<file path="src/rtl/sfd_pkg.sv">
package sfd_pkg;

  localparam int unsigned WordWidth = 32;
  localparam int unsigned FracBits  = 23;
  localparam int unsigned MantWidth = 24;
  localparam int unsigned ExpWidth  = 8;
  localparam int unsigned QuotSteps = 24;
  localparam int unsigned StepsPerStage = 4;

  localparam logic [ExpWidth+1:0] ExpBias      = 10'd127;
  localparam logic [ExpWidth+1:0] ExpMaxFinite = 10'd254;
  localparam logic [WordWidth-1:0] SignMask    = 32'h8000_0000;

  // Per-item metadata carried along the pipeline.
  typedef struct packed {
    logic                   zero_pass;
    logic [WordWidth-1:0]   passthru;
    logic                   sign;
    logic [ExpWidth+1:0]    exp;
    logic [MantWidth-1:0]   den;
  } sfd_meta_t;

endpackage

</file>
<file path="src/rtl/sfd_if.sv">
interface sfd_in_if;
  logic                              valid;
  logic                              ready;
  logic [sfd_pkg::WordWidth-1:0]     dividend;
  logic [sfd_pkg::WordWidth-1:0]     divisor;
  modport source (output valid, dividend, divisor, input ready);
  modport sink   (input valid, dividend, divisor, output ready);
endinterface

interface sfd_out_if;
  logic                              valid;
  logic                              ready;
  logic [sfd_pkg::WordWidth-1:0]     quotient;
  modport source (output valid, quotient, input ready);
  modport sink   (input valid, quotient, output ready);
endinterface

</file>
<file path="src/rtl/single_float_divider.sv">
// Channel   Direction  Payload
// in_ch     sink       dividend[31:0], divisor[31:0]
// out_ch    source     quotient[31:0]
//
// The block accepts one transaction per cycle while the output is not stalled.
// It has one unpack stage, six restoring-division stages of four quotient
// bits each, and one normalize/pack stage that also serves as the output register.
// Reset (synchronous, active high) clears only the valid bits.
// When the output is stalled the entire pipeline holds; ready follows
// the output side, so no transaction is dropped or repeated.
module single_float_divider (
  input logic clk,
  input logic rst,
  sfd_in_if.sink    in_ch,
  sfd_out_if.source out_ch
);

  localparam int unsigned DivStages = sfd_pkg::QuotSteps / sfd_pkg::StepsPerStage;
  localparam int unsigned NStages   = DivStages + 2;
  localparam int unsigned MW        = sfd_pkg::MantWidth;

  // The remainder never exceeds twice the divisor, so MW+1 bits suffice.
  logic                    vld  [NStages];
  sfd_pkg::sfd_meta_t      meta [DivStages+1];
  logic [MW:0]             rem  [DivStages+1];
  logic [MW-1:0]           quo  [DivStages+1];
  logic [sfd_pkg::WordWidth-1:0] quotient;
  logic                    adv;

  assign adv          = !vld[NStages-1] || out_ch.ready;
  assign in_ch.ready  = adv;
  assign out_ch.valid = vld[NStages-1];
  assign out_ch.quotient = quotient;

  always_ff @(posedge clk) begin
    if (rst) begin
      for (int i = 0; i < NStages; i++) vld[i] <= 1'b0;
    end else if (adv) begin
      vld[0] <= in_ch.valid;
      for (int i = 1; i < NStages; i++) vld[i] <= vld[i-1];
    end
  end

  // Unpack stage. The first quotient bit compares ma<<23 against mb<<23,
  // i.e. ma against mb, so the remainder starts as the dividend mantissa.
  always_ff @(posedge clk) begin
    if (adv) begin
      meta[0].zero_pass <= (in_ch.dividend[sfd_pkg::WordWidth-2:0] == '0);
      meta[0].passthru  <= in_ch.dividend;
      meta[0].sign      <= in_ch.dividend[sfd_pkg::WordWidth-1] ^
                           in_ch.divisor[sfd_pkg::WordWidth-1];
      meta[0].exp       <= {2'b00, in_ch.dividend[30:23]} -
                           {2'b00, in_ch.divisor[30:23]} + sfd_pkg::ExpBias;
      meta[0].den       <= {1'b1, in_ch.divisor[sfd_pkg::FracBits-1:0]};
      rem[0]            <= {2'b01, in_ch.dividend[sfd_pkg::FracBits-1:0]};
      quo[0]            <= '0;
    end
  end

  // Restoring division: each stage resolves four quotient bits.
  for (genvar s = 0; s < DivStages; s++) begin : g_div
    logic [MW:0]   r_w [sfd_pkg::StepsPerStage+1];
    logic [MW-1:0] q_w [sfd_pkg::StepsPerStage+1];
    logic [MW+1:0] diff;
    always_comb begin
      r_w[0] = rem[s];
      q_w[0] = quo[s];
      diff   = '0;
      for (int k = 0; k < sfd_pkg::StepsPerStage; k++) begin
        diff = {1'b0, r_w[k]} - {2'b00, meta[s].den};
        if (!diff[MW+1]) begin
          r_w[k+1] = {diff[MW-1:0], 1'b0};
          q_w[k+1] = {q_w[k][MW-2:0], 1'b1};
        end else begin
          r_w[k+1] = {r_w[k][MW-1:0], 1'b0};
          q_w[k+1] = {q_w[k][MW-2:0], 1'b0};
        end
      end
    end
    always_ff @(posedge clk) begin
      if (adv) begin
        meta[s+1] <= meta[s];
        rem[s+1]  <= r_w[sfd_pkg::StepsPerStage];
        quo[s+1]  <= q_w[sfd_pkg::StepsPerStage];
      end
    end
  end

  // Normalize, flush or saturate, pass zero dividends through, and pack into the output register.
  logic [MW-1:0]  mq;
  logic [9:0]     eq;
  sfd_pkg::sfd_meta_t mf;
  logic [sfd_pkg::WordWidth-1:0] packed_w;

  always_comb begin
    mf = meta[DivStages];
    mq = quo[DivStages];
    eq = mf.exp;
    if (!mq[sfd_pkg::FracBits]) begin
      mq = {mq[MW-2:0], 1'b0};
      eq = eq - 10'd1;
    end
    // A negative exponent shows as bit 9 set.
    if (eq[9] || eq == '0) begin
      packed_w = {mf.sign, 31'd0};
    end else if (eq > sfd_pkg::ExpMaxFinite) begin
      packed_w = {mf.sign, 31'h7F7F_FFFF};
    end else begin
      packed_w = {mf.sign, eq[7:0], mq[sfd_pkg::FracBits-1:0]};
    end
    if (mf.zero_pass) packed_w = mf.passthru;
  end

  always_ff @(posedge clk) begin
    if (adv) quotient <= packed_w;
  end

endmodule

</file>
<file path="src/flat_wrapper.sv">
// flat-port wrapper written by rule: the top's interface ports become plain ports
module single_float_divider_flat 
  (clk, rst, in_ch_valid, in_ch_dividend, in_ch_divisor, in_ch_ready, out_ch_valid, out_ch_quotient, out_ch_ready);
  sfd_in_if in_ch_i ();
  sfd_out_if out_ch_i ();
  input logic clk;
  input logic rst;
  input wire logic [$bits(in_ch_i.valid)-1:0] in_ch_valid;
  input wire logic [$bits(in_ch_i.dividend)-1:0] in_ch_dividend;
  input wire logic [$bits(in_ch_i.divisor)-1:0] in_ch_divisor;
  output wire logic [$bits(in_ch_i.ready)-1:0] in_ch_ready;
  output wire logic [$bits(out_ch_i.valid)-1:0] out_ch_valid;
  output wire logic [$bits(out_ch_i.quotient)-1:0] out_ch_quotient;
  input wire logic [$bits(out_ch_i.ready)-1:0] out_ch_ready;
  assign in_ch_i.valid = in_ch_valid;
  assign in_ch_i.dividend = in_ch_dividend;
  assign in_ch_i.divisor = in_ch_divisor;
  assign in_ch_ready = in_ch_i.ready;
  assign out_ch_valid = out_ch_i.valid;
  assign out_ch_quotient = out_ch_i.quotient;
  assign out_ch_i.ready = out_ch_ready;
  single_float_divider u_core (.clk(clk), .rst(rst), .in_ch(in_ch_i), .out_ch(out_ch_i));
endmodule
</file>
<file path="config.mk">
export PLATFORM = sky130hd
export DESIGN_NAME = single_float_divider_flat
export DESIGN_NICKNAME = d
export VERILOG_FILES = /design/src/rtl/sfd_pkg.sv /design/src/rtl/sfd_if.sv /design/src/rtl/single_float_divider.sv /design/src/flat_wrapper.sv
export SDC_FILE = /design/constraint.sdc
export NUM_CORES = 2
export LEC_CHECK = 0
export BUFFER_PORTS_ARGS = -buffer_cell sky130_fd_sc_hd__buf_2
export CAP_MARGIN = 20
export CORE_AREA = 2 2 412 455
export DETAILED_ROUTE_END_ITERATION = 12
export DIE_AREA = 0 0 414 457
export GPL_TIMING_DRIVEN = 0
export PLACE_DENSITY = 0.56
export RECOVER_POWER = 100
export SLEW_MARGIN = 20
export SYNTH_ARGS = -nofsm -noshare
export SYNTH_HDL_FRONTEND = slang
export SYNTH_SLANG_ARGS = --single-unit
</file>
<file path="constraint.sdc">
create_clock -name clk -period 18 [get_ports clk]
set_clock_uncertainty 0.15 [all_clocks]
set_input_delay 0.9 -clock clk [delete_from_list [all_inputs] [get_ports clk]]
set_output_delay 0.9 -clock clk [all_outputs]
set_load 0.01 [all_outputs]
</file>
# Yosys cells after proc, flatten, opt, wreduce, memory -nomap -nowiden

Memory sizes are Yosys's and may differ from the RTL's.
Index checks and enable logic that the tools add are counted.

Register bits: 32
Bits in read-only memories: 0
Memory bits (writable): 827
Bits in latches: 0
Memories kept: 4
Word-level logic and storage cells: 114

Memory list:

| memory      | depth | bits a word | rd ports | clocked after memory_dff | wr ports | RTL line                   | RTL |
|---|---|---|---|---|---|---|---|
| u_core.meta | 7     | 68          | 7        | 0                        | 7        | single_float_divider.sv:24 | `sfd_pkg::sfd_meta_t meta [DivStages+1];` |
| u_core.rem  | 7     | 25          | 6        | 0                        | 7        | single_float_divider.sv:25 | `logic [MW:0] rem [DivStages+1];` |
| u_core.quo  | 7     | 24          | 7        | 0                        | 7        | single_float_divider.sv:26 | `logic [MW-1:0] quo [DivStages+1];` |
| u_core.vld  | 8     | 1           | 8        | 0                        | 8        | single_float_divider.sv:23 | `logic vld [NStages];` |

$mul: 0
Reductions and logical operators: 5
Shift operators: 0
Bitwise operators: 9
Magnitude comparators: 1
Divide/modulo/power cells: 0
Mux-type cells: 67
Equality and inequality tests: 0
$add $sub $neg: 27

Operators with widths:

| operator                                                                         | count |
|---|---|
| 25-bit by 24-bit subtractor with 26-bit output                                   | 24 |
| 25-bit two-way mux                                                               | 24 |
| 31-bit two-way mux                                                               | 2 |
| 1-bit two-way mux                                                                | 38 |
| 32-bit two-way mux                                                               | 1 |
| 31-bit zero test                                                                 | 1 |
| 23-bit two-way mux                                                               | 1 |
| 10-bit by 7-bit adder with 10-bit output, second input constant                  | 1 |
| 10-bit by 8-bit greater-than comparator with 1-bit output, second input constant | 1 |
| 10-bit zero test                                                                 | 1 |
| 10-bit two-way mux                                                               | 1 |
| 10-bit by 1-bit subtractor with 10-bit output, second input constant             | 1 |
| 8-bit by 8-bit subtractor with 9-bit output                                      | 1 |
| 1-bit bitwise OR                                                                 | 8 |
| 1-bit logical OR                                                                 | 2 |
| 1-bit zero test                                                                  | 1 |
| 1-bit bitwise XOR                                                                | 1 |

# Depth between registers and ports, before layout

An unclocked memory read counts as a cell.

Word-level depth: 9
Depth in mapped cells: 56

# Least setup slack after synthesis

Ideal clock, no wire load.

Kind: input -> register
Start: in out_ch_ready
End: mem u_core.vld[0][0], enable pin
Arrival time: 19197 ps
Data required time: 17486 ps
Path buffers: 0
Setup slack: -1711 ps
Stages on the path: 2
Cell sequence: nand2b_1 or2_2

RTL lines:

| item        | RTL line                   | RTL |
|---|---|---|
| from (decl) | flat_wrapper.sv:14         | `input wire logic [$bits(out_ch_i.ready)-1:0] out_ch_ready;` |
| to (decl)   | single_float_divider.sv:23 |  |

==> reports/qor.txt <==
outcome = finished with violations
failing checks = capacitance limit, slew limit
Slew Limit Headroom = -1.05
WL final = 135000 um
cts repair resizes = 0
final setup TNS = 0 ns
WL met3 = 3700 um
first drt pass iteration count = 5
# DRC = 0
Design Area, Final = 59300 um2
total number of vias = 40003
grt total ovfl = 0
Area Overhead vs Synth = 11.3%
die height = 457 um
CTS tree = done
clk slew on worst S/H paths = 0.06 ns
core area = 185000 um2
fmax = 0.0614 GHz
clock latency at the later pin of the worst-skew pair = 0.68 ns
predominant post-synthesis flop cell = edfxtp_1
Slew @ Worst Pin = 3.08 ns
Worst EP arrival = 16.58 ns
IO Pins = 102
kind of critical path = flip-flop to flip-flop
DP HPWL = 109000 um
Mapped Avg Cell Area = 10.1 um2
initial drt markers = 2353
clk root buf = clkbuf_16
Port Buffer Count = 101
Synth Register Bits = 690
drt via density = 5.02
CTS max path bufs = 3
post-CTS repair timing setup buffer count = 0
Worst setup SP type = flip-flop
Final ANT Viol Nets = 0
Initial Util = 0.288
Final Cycle Share = 0.905
pin count of the biggest net entering global routing = 61
Buf+Inv Stages, Crit Path = 7
RD Place Congestion = 0.901
Metal-1 WL = 59900 um
post-synth cell types = 108
cts-stage hold buffer count = 0
Mapped Nets = 5887
Final setup viols = 0
row count = 166
gr usage total = 0.139
cts bufs inserted = 78
Post-synth ARST share = 0
vias in the first global route = 39831
Hold Crit Class = flip-flop to flip-flop
DIE AREA = 189000 um2
Final Critical Period = 16.29 ns
first-pass GRT wire length = 213000 um
CTS sink count = 690
final-report max-slew violation count = 721
Placed Area = 57200 um2
Max Cap Viol = 15
critical path's top delay family = compound AO/OA/AOI/OAI gates
highest fanout seen on the critical path = 10
RSZ-0062 raised after global routing = no
Syn Inst Count = 5272
initial antenna violation count = 2
delay of the slowest critical-path stage = 0.82 ns
highest metal layer with signal wires = met4
CP endpoint kind = flip-flop
htree depth = 3
CP required = 18.29 ns
final hold vios = 0
Crit path top cell by count = a21oi_1
met2 wire length = 66400 um
EDFF count, synth = 690
slowest stage cell, crit path = o211ai_1
Syn Std Cell Area = 53300 um2
share of layout cells above drive strength 1 = 0.0823
Layout Nets = 6081
wire per inst = 16.9 um
sequential share of the synthesized area = 0.389
Yosys Warn Count = 0
Diodes inserted = 0
Die Wd = 414 um
==> synth_stat cells, types with 16 or more instances <==
cell type / n / share of area
edfxtp_1: 690 / 0.39
ha_1: 539 / 0.13
a21oi_1: 435 / 0.041
nor2_1: 409 / 0.029
nand2_1: 338 / 0.024
o21ai_0: 319 / 0.030
xnor2_1: 283 / 0.047
inv_1: 263 / 0.019
a21o_1: 218 / 0.031
mux2_2: 197 / 0.042
xor2_1: 165 / 0.027
nor2b_1: 105 / 0.012
o21a_1: 90 / 0.013
nand2b_1: 86 / 0.010
nor3_1: 84 / 0.0079
mux2_1: 82 / 0.017
nand3_1: 76 / 0.0071
o21bai_1: 67 / 0.0094
clkbuf_1: 62 / 0.0044
a211oi_1: 60 / 0.0085
and3_1: 43 / 0.0050
or3_1: 43 / 0.0050
and2_1: 41 / 0.0048
a31oi_1: 40 / 0.0047
o211ai_1: 31 / 0.0044
mux2i_1: 30 / 0.0056
nand4_1: 29 / 0.0034
o21ai_1: 29 / 0.0027
o31ai_1: 24 / 0.0034
or2_2: 24 / 0.0028
buf_2: 22 / 0.0021
mux2_4: 20 / 0.0056
a31o_2: 18 / 0.0030
nor4_1: 18 / 0.0021
o31a_1: 18 / 0.0030
a311oi_1: 16 / 0.0026
==> path summary, 6_finish.rpt <==
path,from,end,slack (ns),cells past startpoint
hold / removal,u_core.quo[5][8],u_core.quo[6][12],0.22,0
setup / recovery,u_core.meta[4][1],u_core.rem[5][16],1.71,51
hold reg to reg,u_core.quo[5][8],u_core.quo[6][12],0.22,0
setup reg to reg,u_core.meta[4][1],u_core.rem[5][16],1.71,51
==> sequential cells by signal, indices dropped and copies added, names as in the netlist <==
name,count
u_core.out_ch.quotient,32
u_core.vld,8
u_core.quo,84
u_core.rem,142
u_core.meta,424
==> through the flow <==
stage	hold WS, ns	cells	setup WS, ns	util
after global routing	0.209	7966	0.722	0.321
after detailed placement	0.255	7822	2.51	0.309
after floorplan	0.250	5272	6.08	-
after global placement	0.250	7809	2.55	0.308
final	0.217	7966	1.71	0.321
after CTS	0.180	7966	2.48	0.324
==> metal layers <==
layer / GRT usage / vias up
li1: - / 20113
met3: 0.0124 / 206
met4: 0.0548 / 0
met5: 0 / -
met2: 0.250 / 614
met1: 0.170 / 19070
==> cells in the final DEF, fill, tap and decap left out, drive strengths merged, types with 27 or more instances in the layout <==
cell type | synthesis | routed
edfxtp | 690 | 690
ha | 539 | 539
a21oi | 442 | 442
nor2 | 411 | 411
o21ai | 350 | 350
nand2 | 338 | 338
mux2 | 299 | 299
xnor2 | 284 | 284
inv | 271 | 275
clkbuf | 62 | 243
a21o | 219 | 219
xor2 | 165 | 165
nor2b | 105 | 105
o21a | 90 | 90
nand2b | 86 | 86
nor3 | 84 | 84
nand3 | 77 | 77
o21bai | 67 | 67
a211oi | 62 | 62
buf | 38 | 61
or3 | 43 | 43
and3 | 43 | 43
a31oi | 41 | 41
and2 | 41 | 41
clkinv | 0 | 35
o211ai | 32 | 32
mux2i | 31 | 31
nand4 | 29 | 29
or2 | 28 | 28
o31ai | 27 | 27
==> kinds of logic (layout without fill, tap and decap cells) <==
group,count (synthesis),after routing,synth area share
adders and majority gates,547,547,0.130
DFF,690,690,0.389
and+or+nand+nor,1348,1348,0.122
AOI/OAI and AO/OA,1537,1537,0.188
buffers and inverters,371,629,0.0280
muxes,330,330,0.0705
xor gates and xnor gates,449,449,0.0739
==> cell type report <==
class / instances / area [um2]
sequential: 690 / 20700
buffer: 100 / 453
fill: 18925 / 126000
tap: 2436 / 3050
multi-input combinational: 4211 / 30900
clock buffer: 90 / 2000
inverter: 271 / 1020
clock inverter: 54 / 664
timing repair buffer: 114 / 470
Power is not shown: default switching activity piles up to over one toggle a cycle in this logic, so the estimate is an artifact.
